### config.mk
export PLATFORM = sky130hd
export DESIGN_NAME = array_list_engine_core_flat
export DESIGN_NICKNAME = d
export VERILOG_FILES = /design/src/design/alist_pkg.sv /design/src/design/alist_chan_if.sv /design/src/design/alist_ram.sv /design/src/design/alist_dp.sv /design/src/design/alist_ctrl.sv /design/src/design/array_list_engine_core.sv /design/src/flat_wrapper.sv
export SDC_FILE = /design/constraint.sdc
export NUM_CORES = 1
export LEC_CHECK = 0
export BUFFER_PORTS_ARGS = -buffer_cell sky130_fd_sc_hd__buf_2
export CAP_MARGIN = 20
export CORE_AREA = 2 2 159 278
export CTS_BUF_LIST = sky130_fd_sc_hd__clkbuf_8 sky130_fd_sc_hd__clkbuf_16
export CTS_CLUSTER_SIZE = 40
export DETAILED_ROUTE_END_ITERATION = 6
export DIE_AREA = 0 0 161 280
export GPL_TIMING_DRIVEN = 0
export PLACE_DENSITY = 0.76
export SYNTH_ARGS = -nofsm -noshare
export SYNTH_HDL_FRONTEND = slang
export SYNTH_HIERARCHICAL = 1
export SYNTH_SLANG_ARGS = --single-unit
### constraint.sdc
create_clock -name clk -period 8.3 [get_ports clk]
set_input_delay 0.415 -clock clk [delete_from_list [all_inputs] [get_ports clk]]
set_output_delay 0.415 -clock clk [all_outputs]
set_load 0.1 [all_outputs]
### src/design/alist_pkg.sv
// Shared types and constants for the array list engine.
// Used by the datapath, the controller and the top level.
package alist_pkg;

  // Default list capacity and the most search hits reported per request
  localparam int ALIST_DEPTH = 16;
  localparam int RESULT_CAP  = 16;

  // Operation codes
  typedef enum logic [2:0] {
    FN_HEAD   = 3'd0,
    FN_ORD    = 3'd1,
    FN_POS    = 3'd2,
    FN_REMOVE = 3'd3,
    FN_SEARCH = 3'd4
  } func_t;

  // Result status codes
  typedef enum logic [2:0] {
    ST_OK       = 3'd0,
    ST_FULL     = 3'd1,
    ST_EMPTY    = 3'd2,
    ST_NOTFOUND = 3'd3,
    ST_BADPOS   = 3'd4
  } status_t;

  // Request and result payloads
  typedef struct packed {
    logic [2:0]         func;
    logic signed [31:0] value;
    logic [4:0]         position;
  } alist_in_t;

  typedef struct packed {
    logic [2:0] status;
    logic [3:0] index;
    logic [4:0] removed;
    logic [4:0] entry_count;
    logic       last;
  } alist_out_t;

  // Controller to datapath commands
  typedef struct packed {
    logic    start;
    logic    ptr_init_count;
    logic    ptr_init_zero;
    logic    ptr_dec;
    logic    ptr_inc;
    logic    j_inc;
    logic    hits_inc;
    logic    rd_en;
    logic    rd_back;
    logic    wr_en;
    logic    wr_value;
    logic    wr_at_j;
    logic    count_inc;
    logic    count_from_j;
    logic    pend_load;
    logic    out_load;
    status_t out_status;
    logic    out_last;
    logic    out_pend;
    logic    out_hits;
  } alist_cmd_t;

  // Datapath to controller status
  typedef struct packed {
    logic [2:0] func;
    logic       full;
    logic       empty;
    logic       pos_bad;
    logic       ptr_zero;
    logic       ptr_at_pos;
    logic       ptr_end;
    logic       rd_gt;
    logic       rd_eq;
    logic       hits_zero;
    logic       hits_cap;
    logic       pend_vld;
    logic       out_free;
  } alist_sts_t;

endpackage

### src/design/alist_chan_if.sv
// Valid/ready channel carrying one request or result payload.
// Payload type is a parameter; the engine uses the structs of alist_pkg.
interface alist_chan_if #(parameter type payload_t = logic);
  logic     valid;
  logic     ready;
  payload_t payload;

  modport source (output valid, output payload, input ready);
  modport sink   (input valid, input payload, output ready);
endinterface

### src/design/alist_ram.sv
// Generic single write port, single read port RAM with registered read data.
// Standalone; no package dependency.
module alist_ram #(
  parameter int WIDTH = 32,
  parameter int DEPTH = 16
) (
  input  logic                     clk,
  input  logic                     wr_en,
  input  logic [$clog2(DEPTH)-1:0] wr_addr,
  input  logic [WIDTH-1:0]         wr_data,
  input  logic                     rd_en,
  input  logic [$clog2(DEPTH)-1:0] rd_addr,
  output logic [WIDTH-1:0]         rd_data
);

  logic [WIDTH-1:0] mem [DEPTH];
  logic [WIDTH-1:0] rd_data_r;

  always_ff @(posedge clk) begin
    if (wr_en) begin
      mem[wr_addr] <= wr_data;
    end
  end

  // Read data holds until the next read
  always_ff @(posedge clk) begin
    if (rd_en) begin
      rd_data_r <= mem[rd_addr];
    end
  end

  assign rd_data = rd_data_r;

endmodule

### src/design/alist_dp.sv
// Datapath of the array list engine: entry RAM, count, walk pointers,
// match counter and the result register. Depends on alist_pkg and alist_ram.
module alist_dp #(
  parameter int DEPTH = alist_pkg::ALIST_DEPTH
) (
  input  logic                   clk,
  input  logic                   rst_n,
  input  alist_pkg::alist_cmd_t  cmd,
  input  alist_pkg::alist_in_t   in_req,
  output alist_pkg::alist_sts_t  sts,
  output logic                   out_valid,
  input  logic                   out_ready,
  output alist_pkg::alist_out_t  out_rsp
);
  import alist_pkg::*;

  localparam int AW = $clog2(DEPTH);
  localparam int CW = $clog2(DEPTH + 1);
  localparam int WW = (CW > 5) ? CW : 5;

  logic [2:0]         func_r;
  logic signed [31:0] value_r;
  logic [4:0]         pos_r;
  logic [CW-1:0]      count_r, count_nxt;
  logic [CW-1:0]      ptr_r;
  logic [CW-1:0]      j_r;
  logic [WW-1:0]      hits_r;
  logic [CW-1:0]      pend_r;
  logic               pend_vld_r;
  logic               out_valid_r;
  alist_out_t         out_r;

  logic [CW-1:0]      rd_idx;
  logic [CW-1:0]      wr_idx;
  logic [31:0]        wr_data;
  logic [31:0]        rd_data;
  logic [WW-1:0]      cnt_ext;
  logic [WW-1:0]      pend_ext;
  logic [WW-1:0]      pos_ext;
  logic [WW-1:0]      ptr_ext;

  // Entry store
  assign rd_idx  = cmd.rd_back ? (ptr_r - CW'(1)) : ptr_r;
  assign wr_idx  = cmd.wr_at_j ? j_r : ptr_r;
  assign wr_data = cmd.wr_value ? value_r : rd_data;

  alist_ram #(
    .WIDTH (32),
    .DEPTH (DEPTH)
  ) u_ram (
    .clk     (clk),
    .wr_en   (cmd.wr_en),
    .wr_addr (wr_idx[AW-1:0]),
    .wr_data (wr_data),
    .rd_en   (cmd.rd_en),
    .rd_addr (rd_idx[AW-1:0]),
    .rd_data (rd_data)
  );

  // Request operands
  always_ff @(posedge clk) begin
    if (cmd.start) begin
      func_r  <= in_req.func;
      value_r <= in_req.value;
      pos_r   <= in_req.position;
    end
  end

  // Entry count
  always_comb begin
    count_nxt = count_r;
    if (cmd.count_inc) begin
      count_nxt = count_r + CW'(1);
    end else if (cmd.count_from_j) begin
      count_nxt = j_r;
    end
  end

  always_ff @(posedge clk) begin
    if (!rst_n) begin
      count_r <= '0;
    end else begin
      count_r <= count_nxt;
    end
  end

  // Walk pointers and match bookkeeping
  always_ff @(posedge clk) begin
    if (cmd.ptr_init_count) begin
      ptr_r <= count_r;
    end else if (cmd.ptr_init_zero) begin
      ptr_r <= '0;
    end else if (cmd.ptr_dec) begin
      ptr_r <= ptr_r - CW'(1);
    end else if (cmd.ptr_inc) begin
      ptr_r <= ptr_r + CW'(1);
    end

    if (cmd.ptr_init_zero) begin
      j_r    <= '0;
      hits_r <= '0;
    end else begin
      if (cmd.j_inc) begin
        j_r <= j_r + CW'(1);
      end
      if (cmd.hits_inc) begin
        hits_r <= hits_r + WW'(1);
      end
    end

    if (cmd.pend_load) begin
      pend_r <= ptr_r;
    end
  end

  always_ff @(posedge clk) begin
    if (!rst_n) begin
      pend_vld_r <= 1'b0;
    end else if (cmd.ptr_init_zero) begin
      pend_vld_r <= 1'b0;
    end else if (cmd.pend_load) begin
      pend_vld_r <= 1'b1;
    end
  end

  // Result register
  assign cnt_ext  = WW'(count_nxt);
  assign pend_ext = WW'(pend_r);

  always_ff @(posedge clk) begin
    if (cmd.out_load) begin
      out_r.status      <= cmd.out_status;
      out_r.index       <= cmd.out_pend ? pend_ext[3:0] : 4'd0;
      out_r.removed     <= cmd.out_hits ? hits_r[4:0] : 5'd0;
      out_r.entry_count <= cnt_ext[4:0];
      out_r.last        <= cmd.out_last;
    end
  end

  always_ff @(posedge clk) begin
    if (!rst_n) begin
      out_valid_r <= 1'b0;
    end else if (cmd.out_load) begin
      out_valid_r <= 1'b1;
    end else if (out_ready) begin
      out_valid_r <= 1'b0;
    end
  end

  assign out_valid = out_valid_r;
  assign out_rsp   = out_r;

  // Status back to the controller
  assign pos_ext = WW'(pos_r);
  assign ptr_ext = WW'(ptr_r);

  always_comb begin
    sts            = '0;
    sts.func       = func_r;
    sts.full       = (count_r == CW'(DEPTH));
    sts.empty      = (count_r == '0);
    sts.pos_bad    = (pos_ext > WW'(count_r));
    sts.ptr_zero   = (ptr_r == '0);
    sts.ptr_at_pos = (ptr_ext == pos_ext);
    sts.ptr_end    = (ptr_r == count_r);
    sts.rd_gt      = ($signed(rd_data) > value_r);
    sts.rd_eq      = ($signed(rd_data) == value_r);
    sts.hits_zero  = (hits_r == '0);
    sts.hits_cap   = (hits_r == WW'(RESULT_CAP));
    sts.pend_vld   = pend_vld_r;
    sts.out_free   = !out_valid_r || out_ready;
  end

endmodule

### src/design/alist_ctrl.sv
// Controller of the array list engine: sequences dispatch, the shift walk for
// inserts and the scan for remove and search. Depends on alist_pkg.
module alist_ctrl (
  input  logic                  clk,
  input  logic                  rst_n,
  input  logic                  in_valid,
  output logic                  in_ready,
  input  alist_pkg::alist_sts_t sts,
  output alist_pkg::alist_cmd_t cmd
);
  import alist_pkg::*;

  typedef enum logic [5:0] {
    S_IDLE    = 6'b000001,
    S_DISP    = 6'b000010,
    S_INS_RD  = 6'b000100,
    S_INS_EV  = 6'b001000,
    S_SCAN_RD = 6'b010000,
    S_SCAN_EV = 6'b100000
  } state_t;

  state_t state_r, state_nxt;

  logic is_ins, is_scan, is_remove, is_search, ins_stop, scan_done;

  assign is_remove = (sts.func == FN_REMOVE);
  assign is_search = (sts.func == FN_SEARCH);
  assign is_ins    = (sts.func == FN_HEAD) || (sts.func == FN_ORD) || (sts.func == FN_POS);
  assign is_scan   = is_remove || is_search;
  // Shift walk ends at the target slot
  assign ins_stop  = (sts.func == FN_POS) ? sts.ptr_at_pos : sts.ptr_zero;
  assign scan_done = sts.ptr_end || (is_search && sts.hits_cap);

  always_ff @(posedge clk) begin
    if (!rst_n) begin
      state_r <= S_IDLE;
    end else begin
      state_r <= state_nxt;
    end
  end

  always_comb begin
    state_nxt      = state_r;
    cmd            = '0;
    cmd.out_status = ST_OK;
    in_ready       = 1'b0;

    unique case (state_r)
      S_IDLE: begin
        in_ready = 1'b1;
        if (in_valid) begin
          cmd.start = 1'b1;
          state_nxt = S_DISP;
        end
      end

      // Reject cases and unused codes answer once the result register is free, otherwise start a walk
      S_DISP: begin
        priority if (is_ins && !sts.full && !((sts.func == FN_POS) && sts.pos_bad)) begin
          cmd.ptr_init_count = 1'b1;
          state_nxt          = S_INS_RD;
        end else if (is_scan && !sts.empty) begin
          cmd.ptr_init_zero = 1'b1;
          state_nxt         = S_SCAN_RD;
        end else if (sts.out_free) begin
          cmd.out_load = 1'b1;
          cmd.out_last = 1'b1;
          if (is_ins) begin
            cmd.out_status = sts.full ? ST_FULL : ST_BADPOS;
          end else if (is_scan) begin
            cmd.out_status = ST_EMPTY;
          end else begin
            cmd.out_status = ST_OK;
          end
          state_nxt = S_IDLE;
        end else begin
          state_nxt = S_DISP;
        end
      end

      // Fetch the entry in front of the gap, or drop the value in
      S_INS_RD: begin
        if (ins_stop) begin
          if (sts.out_free) begin
            cmd.wr_en     = 1'b1;
            cmd.wr_value  = 1'b1;
            cmd.count_inc = 1'b1;
            cmd.out_load  = 1'b1;
            cmd.out_last  = 1'b1;
            state_nxt     = S_IDLE;
          end
        end else begin
          cmd.rd_en   = 1'b1;
          cmd.rd_back = 1'b1;
          state_nxt   = S_INS_EV;
        end
      end

      // Move the fetched entry back one place, unless ordered insert stops here
      S_INS_EV: begin
        if ((sts.func == FN_ORD) && !sts.rd_gt) begin
          if (sts.out_free) begin
            cmd.wr_en     = 1'b1;
            cmd.wr_value  = 1'b1;
            cmd.count_inc = 1'b1;
            cmd.out_load  = 1'b1;
            cmd.out_last  = 1'b1;
            state_nxt     = S_IDLE;
          end
        end else begin
          cmd.wr_en   = 1'b1;
          cmd.ptr_dec = 1'b1;
          state_nxt   = S_INS_RD;
        end
      end

      // Fetch the next entry or close the scan
      S_SCAN_RD: begin
        if (scan_done) begin
          if (sts.out_free) begin
            cmd.out_load = 1'b1;
            cmd.out_last = 1'b1;
            if (sts.hits_zero) begin
              cmd.out_status = ST_NOTFOUND;
            end else begin
              cmd.out_status   = ST_OK;
              cmd.out_hits     = is_remove;
              cmd.count_from_j = is_remove;
              cmd.out_pend     = is_search;
            end
            state_nxt = S_IDLE;
          end
        end else begin
          cmd.rd_en = 1'b1;
          state_nxt = S_SCAN_EV;
        end
      end

      // Compact on remove; on search hold each hit until the next one shows up
      S_SCAN_EV: begin
        if (is_remove) begin
          if (sts.rd_eq) begin
            cmd.hits_inc = 1'b1;
          end else begin
            cmd.wr_en   = 1'b1;
            cmd.wr_at_j = 1'b1;
            cmd.j_inc   = 1'b1;
          end
          cmd.ptr_inc = 1'b1;
          state_nxt   = S_SCAN_RD;
        end else if (!(sts.rd_eq && sts.pend_vld && !sts.out_free)) begin
          if (sts.rd_eq) begin
            if (sts.pend_vld) begin
              cmd.out_load = 1'b1;
              cmd.out_pend = 1'b1;
            end
            cmd.pend_load = 1'b1;
            cmd.hits_inc  = 1'b1;
          end
          cmd.ptr_inc = 1'b1;
          state_nxt   = S_SCAN_RD;
        end
      end

      default: begin
        state_nxt = S_IDLE;
      end
    endcase
  end

endmodule

### src/design/array_list_engine_core.sv
// Array list engine top level: compact list of signed 32-bit values.
// Depends on alist_pkg, alist_chan_if, alist_ctrl, alist_dp and alist_ram.
//
// Usage:
//   in_ch  (sink)   request: func, value, position. Accepted when valid and ready.
//   out_ch (source) results: status, index, removed, entry_count, last.
//   Every request gives at least one result; the final one has last set.
//   Search gives one result per hit (lowest index first, at most 16).
// Sequencing (one request at a time):
//   Rejects and unused codes: the result is loaded from the dispatch state.
//   Inserts move entries back one place at a time from the end; an ordered
//   insert stops at the first entry not greater than its value. Remove and
//   search visit the entries in turn through the single read port of the
//   entry RAM (address state, then compare/write state); ready returns when
//   the walk is done.
// Reset: synchronous active-low rst_n empties the list and the result register.
//   Entry RAM contents are not cleared; only entries below the count are read.
// Stalls: a result waits in the output register; a new request is still taken
//   while it waits. The walk pauses only when a further result must be loaded.
module array_list_engine_core #(
  parameter int DEPTH = alist_pkg::ALIST_DEPTH
) (
  input logic         clk,
  input logic         rst_n,
  alist_chan_if.sink   in_ch,
  alist_chan_if.source out_ch
);
  import alist_pkg::*;

  alist_cmd_t cmd;
  alist_sts_t sts;
  alist_in_t  in_req;
  alist_out_t out_rsp;
  logic       in_ready;
  logic       out_valid;

  assign in_req = in_ch.payload;

  alist_ctrl u_ctrl (
    .clk      (clk),
    .rst_n    (rst_n),
    .in_valid (in_ch.valid),
    .in_ready (in_ready),
    .sts      (sts),
    .cmd      (cmd)
  );

  alist_dp #(
    .DEPTH (DEPTH)
  ) u_dp (
    .clk       (clk),
    .rst_n     (rst_n),
    .cmd       (cmd),
    .in_req    (in_req),
    .sts       (sts),
    .out_valid (out_valid),
    .out_ready (out_ch.ready),
    .out_rsp   (out_rsp)
  );

  assign in_ch.ready    = in_ready;
  assign out_ch.valid   = out_valid;
  assign out_ch.payload = out_rsp;

  // One request in flight: ready drops right after acceptance
  a_one_in_flight: assert property (@(posedge clk) disable iff (!rst_n)
    (in_ch.valid && in_ch.ready) |=> !in_ch.ready)
    else $error("request accepted while another is in progress");

  // A result is never loaded over one that has not been taken
  a_no_overwrite: assert property (@(posedge clk) disable iff (!rst_n)
    cmd.out_load |-> sts.out_free)
    else $error("result register overwritten");

  // Inserts never grow a full list
  a_no_overflow: assert property (@(posedge clk) disable iff (!rst_n)
    cmd.count_inc |-> !sts.full)
    else $error("count grown past capacity");

  // Search hit count stays within the result cap
  a_hit_cap: assert property (@(posedge clk) disable iff (!rst_n)
    (cmd.hits_inc && (sts.func == FN_SEARCH)) |-> !sts.hits_cap)
    else $error("search hits beyond cap");

endmodule

### src/flat_wrapper.sv
// flat-port wrapper written by rule: the top's interface ports become plain ports
module array_list_engine_core_flat import alist_pkg::*;
#(
  parameter int DEPTH = alist_pkg::ALIST_DEPTH
)
  (clk, rst_n, in_ch_valid, in_ch_payload, in_ch_ready, out_ch_valid, out_ch_payload, out_ch_ready);
  alist_chan_if #(.payload_t(alist_in_t)) in_ch_i ();
  alist_chan_if #(.payload_t(alist_out_t)) out_ch_i ();
  input logic clk;
  input logic rst_n;
  input wire logic [$bits(in_ch_i.valid)-1:0] in_ch_valid;
  input wire logic [$bits(in_ch_i.payload)-1:0] in_ch_payload;
  output wire logic [$bits(in_ch_i.ready)-1:0] in_ch_ready;
  output wire logic [$bits(out_ch_i.valid)-1:0] out_ch_valid;
  output wire logic [$bits(out_ch_i.payload)-1:0] out_ch_payload;
  input wire logic [$bits(out_ch_i.ready)-1:0] out_ch_ready;
  assign in_ch_i.valid = in_ch_valid;
  assign in_ch_i.payload = in_ch_payload;
  assign in_ch_ready = in_ch_i.ready;
  assign out_ch_valid = out_ch_i.valid;
  assign out_ch_payload = out_ch_i.payload;
  assign out_ch_i.ready = out_ch_ready;
  array_list_engine_core #(.DEPTH(DEPTH)) u_core (.clk(clk), .rst_n(rst_n), .in_ch(in_ch_i), .out_ch(out_ch_i));
endmodule
After elaboration in Yosys (flattened, before gate mapping)
Memories as Yosys holds them, arrays and structs flattened. A register that Yosys moved wholly into a read port is not among the register bits.
Index checks and enable logic that the tools add are counted.
Widths: inputs -> output; s select.
{ "totals": {"latch_bits": 0, "memories": 1, "rom_bits": 0, "output_inout_bits": 20, "word_cells": 153, "reg_bits": 90, "ramBits": 512} }
{ "op_classes": {"eq_ne": 17, "mux": 84, "add_sub_neg": 5, "shift": 0, "n_bitwise": 1, "order_cmp": 2, "n_reduce_logical": 27, "div": 0, "mul": 0} }
{ "mem_list": {"columns": ["name", "depth", "word_bits", "read_ports", "rd_clocked_by_memory_dff", "write_ports", "line", "text"], "rows": [
  ["u_core.u_dp.u_ram.mem", 16, 32, 1, 1, 1, "alist_ram.sv:16", "logic [WIDTH-1:0] mem [DEPTH];"]
]} }
{ "ops": {"columns": ["op", "count"], "rows": [
  ["$mux 6", 9],
  ["$mux 5", 9],
  ["$mux 1", 38],
  ["$pmux 6 s6", 1],
  ["$eq 32x32->1", 1],
  ["$gt 32x32->1", 1],
  ["$mux 32", 1],
  ["$mux 2", 11],
  ["$add 5x1->5 const B", 4],
  ["$logic_not 5->1", 3],
  ["$mux 7", 2],
  ["$eq 5x5->1", 2],
  ["$eq 5x5->1 const B", 2],
  ["$mux 3", 3],
  ["$logic_and 1x1->1", 8],
  ["$mux 4", 2],
  ["$pmux 1 s2", 4],
  ["$eq 3x2->1 const B", 2],
  ["$eq 6x1->1 const B", 1],
  ["$eq 6x2->1 const B", 1],
  ["$eq 6x3->1 const B", 1],
  ["$eq 6x4->1 const B", 1],
  ["$eq 6x5->1 const B", 1],
  ["$eq 6x6->1 const B", 1],
  ["other kinds (18)", 27]
]} }

Logic depth before layout (Yosys ltp)
{ "logic_depth": {"depth_word": 11, "depth_mapped": 17, "ltp_nobuf": 17} }

By module
The synthesis kept the hierarchy.
{ "modules_own_cells": {"columns": ["mod", "area_each_um2", "seq_area_each_um2", "cells_each", "instances"], "rows": [
  ["alist_ram", 20155.6, 16335.7, 838, 1],
  ["alist_dp", 4610.7, 2352.3, 395, 1],
  ["alist_ctrl", 728.2, 120.1, 99, 1]
]} }

Worst setup path after synthesis
No wires, ideal clock.
{ "synth_timing": {"path_type": "reg2reg", "startpoint": "reg u_core.u_dp.u_ram.rd_data_r[25], in the netlist u_core/u_dp/u_ram/rd_data[25] (read register of u_core.u_dp.u_ram.mem)", "endpoint": "mem u_core.u_dp.u_ram.mem[0][0] (enable)", "required_time_ns": 7.839, "period_less_slack_ns": 5.704, "setup_slack_ns": 2.596, "path_stages_with_launch": 14, "t_arrival_ns": 5.243, "cell_sequence": "edfxtp_1 ha_1 a21o_1 a221o_1 a221oi_2 o21ai_1 or3_1 a21oi_2 nor4b_1 nor2_1 o21ai_0 nand2b_1 or3b_2 nor3_1"} }
{ "synth_rtl": {"columns": ["item", "line", "text"], "rows": [
  ["start, declared", "alist_ram.sv:17", "logic [WIDTH-1:0] rd_data_r;"],
  ["end, declared", "alist_ram.sv:16", null]
]} }

==> run_summary.xml <==
<?xml version="1.0" encoding="UTF-8"?>
<metrics>
  <group name="synth">
    <metric name="syn-cell-area" unit="um^2">25500</metric>
    <metric name="synth-adder-area-share" unit="%">2.21</metric>
    <metric name="synth_compound_area_share" unit="%">3.96</metric>
    <metric name="synth_warnings" unit="">6</metric>
    <metric name="seq_area_frac_synth" unit="%">73.8</metric>
    <metric name="synth_top_family_by_area" unit="">multiplexers</metric>
    <metric name="synth_simple_gate_area_share" unit="%">4.25</metric>
    <metric name="post_synth_xor_area_fraction" unit="%">0.928</metric>
    <metric name="ys_dominant_reg_cell" unit="">edfxtp_1</metric>
    <metric name="yosys-mux-area-fraction" unit="%">13.0</metric>
    <metric name="syn_area_per_cell" unit="um^2">19.1</metric>
    <metric name="post_synth_num_cell_types" unit="">65</metric>
    <metric name="postSynthCellCount" unit="">1332</metric>
    <metric name="synth-edff-count" unit="">611</metric>
    <metric name="synth_seq_cells" unit="">634</metric>
    <metric name="syn_nets" unit="">1421</metric>
    <metric name="async_reset_ff_share" unit="%">0</metric>
  </group>
  <group name="cells_and_area">
    <metric name="layout.filler_cells" unit="">2713</metric>
    <metric name="num-nets-final" unit="">1601</metric>
    <metric name="syn_to_final_growth" unit="%">14.1</metric>
    <metric name="final_cell_count_no_fill" unit="">2112</metric>
    <metric name="multiInputGateArea" unit="um^2">6320</metric>
    <metric name="drive_gt1_share" unit="%">24.5</metric>
    <metric name="insertedDiodeCount" unit="">0</metric>
    <metric name="regArea" unit="um^2">18800</metric>
  </group>
  <group name="grt">
    <metric name="grt_max_degree" unit="">33</metric>
    <metric name="gr-usage-all-layers" unit="%">26.7</metric>
    <metric name="gr-total-overflow" unit="">0</metric>
    <metric name="grt_pass1_wl" unit="mm">87.2</metric>
    <metric name="number_of_global_route_vias_before_repair" unit="">14400</metric>
    <metric name="grt_antenna_before_repair" unit="">1</metric>
  </group>
  <group name="sta">
    <metric name="clock_tree_skew_after_final_layout" unit="ns">0.0183</metric>
    <metric name="tightest_slew" unit="ns">1.15</metric>
    <metric name="timing_limited_maximum_frequency" unit="GHz">0.146</metric>
    <metric name="timing.final.crit_share" unit="%">82.5</metric>
    <metric name="period_needed" unit="ns">6.85</metric>
    <metric name="timing.final.setup_violations" unit="">0</metric>
    <metric name="max-slew-margin-rel" unit="%">23.4</metric>
    <metric name="worst_slack" unit="ns">1.45</metric>
    <metric name="grt_setup_unrepaired" unit="">false</metric>
    <metric name="hold_viol" unit="">0</metric>
    <metric name="slew_violations" unit="">0</metric>
  </group>
  <group name="die">
    <metric name="core-area" unit="um^2">43000</metric>
    <metric name="die_height" unit="um">280</metric>
    <metric name="row_count" unit="">101</metric>
    <metric name="design.portCount" unit="">64</metric>
    <metric name="starting_utilization_of_the_core_area" unit="%">59.3</metric>
    <metric name="fp.dieArea" unit="um^2">45100</metric>
    <metric name="chipWidth" unit="um">161</metric>
  </group>
  <group name="clock_network">
    <metric name="worst_setup_hold_path_clk_slew" unit="ns">0.06</metric>
    <metric name="cts_buffers" unit="">54</metric>
    <metric name="buffer_cell_driving_the_clock_tree_root" unit="">clkbuf_16</metric>
    <metric name="tritoncts" unit="">done</metric>
    <metric name="cts-htree-levels" unit="">2</metric>
    <metric name="clock_sink_count" unit="">634</metric>
    <metric name="cts-root-to-sink-buffers" unit="">3</metric>
    <metric name="clkLatencyLatePin" unit="ns">0.59</metric>
  </group>
  <group name="power">
    <metric name="power_leakage" unit="nW">9.74</metric>
    <metric name="power-per-cell-area" unit="nW/um^2">217</metric>
    <metric name="total_power" unit="W">0.00631</metric>
    <metric name="maximum_resistive_drop_on_vdd" unit="uV">227</metric>
  </group>
  <group name="critical_path">
    <metric name="cp_cell_sequence" unit="">inv_1, ha_1, and4_1, nand4_1, or3_1, nand2b_1, nor2_1, a21oi_2, nor4b_1, nor2b_1, nor2_1, nor2_1, buf_4, clkbuf_1, clkbuf_1, o21ai_0, buf_4</metric>
    <metric name="critical_path.most_common_cell" unit="">nor2_1</metric>
    <metric name="timing.critical_path.to_type" unit="">register</metric>
    <metric name="timing.critical_path.fanout_max" unit="">12</metric>
    <metric name="slowest_cell_delay_on_critical_path" unit="ns">0.74</metric>
    <metric name="timing.reg2reg.setup_slack" unit="ns">1.45</metric>
    <metric name="worst-endpoint-arrival" unit="ns">7.18</metric>
    <metric name="critPathLaunchType" unit="">register</metric>
    <metric name="required" unit="ns">8.63</metric>
    <metric name="timing.critical_path.buf_inv" unit="">5</metric>
    <metric name="cp_slowest_cell" unit="">clkbuf_1</metric>
    <metric name="gate_family_responsible_for_the_most_delay_along_the_worst_path" unit="">simple AND/OR/NAND/NOR gates</metric>
    <metric name="crit_type" unit="">reg -&gt; reg</metric>
  </group>
  <group name="route">
    <metric name="detailedRoute.firstIterationViolations" unit="">1609</metric>
    <metric name="detail_route.first_pass.iterations" unit="">7</metric>
    <metric name="post_drt_via_cell_ratio" unit="">6.47</metric>
    <metric name="detail_route.wl_per_cell" unit="um">28.0</metric>
    <metric name="detailroute.via_count" unit="">13700</metric>
    <metric name="antenna_violating_nets_post_route" unit="">0</metric>
    <metric name="drc" unit="">0</metric>
    <metric name="detail_route.wirelength" unit="mm">59.2</metric>
  </group>
  <group name="placement">
    <metric name="detailed_place_hpwl" unit="mm">38.1</metric>
    <metric name="portBuffers" unit="">63</metric>
    <metric name="place_congestion" unit="">0.850</metric>
    <metric name="placedCellCount" unit="">1992</metric>
    <metric name="pre_cts_ws" unit="ns">1.89</metric>
  </group>
  <group name="worst_hold_path">
    <metric name="hp-class" unit="">in -&gt; reg</metric>
  </group>
  <group name="run_status">
    <metric name="status" unit="">finished, final reports clean</metric>
  </group>
  <group name="flow_run">
    <metric name="max_cap_violations" unit="">0</metric>
  </group>
</metrics>
[power breakdown]
part	switching, W	total (W)	internal [W]	leakage (nW)
clock network	0.00108	0.00237	0.00129	0.823
logic	0.000245	0.000379	0.000134	3.21
registers	0.0000398	0.00357	0.00353	5.70
[flip-flops by register name (all words and copies together) (netlist names), 6 cells and up]
| signal | count |
|---|---|
| u_core/u_ctrl/state_r | 6 |
| u_core/u_dp/u_ram/rd_data | 32 |
| u_core/u_dp/u_ram/mem | 512 |
| u_core/u_dp/out_rsp | 18 |
| u_core/u_dp/value_r | 32 |
[placed cells by master (no fill, tap or decap), drive strengths merged, types with 4 or more instances in the layout]
cell type / Yosys / layout
buf: 32 / 126
mux4: 128 / 128
mux2: 33 / 33
dfxtp: 23 / 23
nor4b: 5 / 5
clkinv: 0 / 22
and3: 5 / 5
clkbuf: 30 / 85
a22o: 4 / 4
a22oi: 64 / 64
nor3: 12 / 12
nand2b: 7 / 7
and2: 17 / 17
nand3b: 6 / 6
ha: 45 / 45
nor2: 45 / 45
nor3b: 8 / 8
xor2: 13 / 13
a21oi: 18 / 18
dlygate4sd3: 0 / 30
a21o: 5 / 5
nand4: 11 / 11
nor2b: 6 / 6
nand3: 12 / 12
a31oi: 4 / 4
mux2i: 5 / 5
o21ai: 20 / 20
nand2: 59 / 59
xnor2: 14 / 14
inv: 51 / 59
edfxtp: 611 / 611
[what timing repair did]
| action | in CTS | in global routing |
|---|---|---|
| hold buffers | 30 | 0 |
| gates resized for setup | 0 | 0 |
| buffers inserted | 0 | 0 |
| endpoints found under the hold margin | 30 | 0 |
[stage by stage]
stage,utilization (%),hold WS (ns),area (um^2),TNS (ns)
2_1_floorplan,-,0.424,25500,0
3_3_place_gp,61.7,0.430,26500,-135.86
3_5_place_dp,63.3,0.441,27200,0
4_1_cts,67.7,0.000451,29100,0
5_1_grt,67.7,0.00185,29100,0
6_report,67.7,0.00699,29100,0
[synthesized netlist by cell type (12+ instances only)]
master	number	share of area [%]
nor2_1	45	0.66
and2_1	16	0.39
mux2_2	33	1.5
nand2_1	58	0.85
nand3_1	12	0.24
a21oi_1	17	0.33
xor2_1	13	0.45
mux4_2	128	11
ha_1	45	2.2
a22oi_1	64	1.9
xnor2_1	14	0.48
o21ai_0	19	0.37
buf_4	13	0.38
dfxtp_1	23	1.8
inv_1	51	0.75
clkbuf_1	30	0.44
edfxtp_1	611	72
nor3_1	12	0.24
[metal layers]
layer / global-route usage, % / up-vias / part of all wire, %
li1: - / 5735 / -
met1: 30.7 / 6998 / 34
met2: 48.0 / 720 / 54
met3: 4.04 / 205 / 7.1
met4: 14.1 / 2 / 5.7
met5: 0 / - / 0.022
[final timing paths]
check	start	endpoint	cells past startpoint
setup / recovery	u_core/u_dp/value_r[31]$_DFFE_PP_	u_core/u_dp/u_ram/mem[6][0]$_DFFE_PP_	17
hold / removal	in_ch_payload[33]	u_core/u_dp/value_r[28]$_DFFE_PP_	1
setup reg to reg	u_core/u_dp/value_r[31]$_DFFE_PP_	u_core/u_dp/u_ram/mem[6][0]$_DFFE_PP_	17
hold reg to reg	u_core/u_dp/ptr_ext[2]$_DFFE_PP_	u_core/u_dp/pend_ext[2]$_DFFE_PP_	0
[cell families after synthesis]
group / after synthesis
buf+inv: 113
xor+xnor: 27
flops: 634
compound gates: 140
fa+ha+maj: 45
mux: 166
simple gates: 207
[cell type report]
class / instances / area share [%]
clock inverter: 35 / 0.838
timing repair buffer: 124 / 3.96
sequential: 634 / 64.6
clock buffer: 55 / 4.73
inverter: 51 / 0.658
multi-input combinational: 585 / 21.7
tap: 566 / 2.43
buffer: 62 / 1.03
Note: power is estimated with default switching activity, not from simulation.
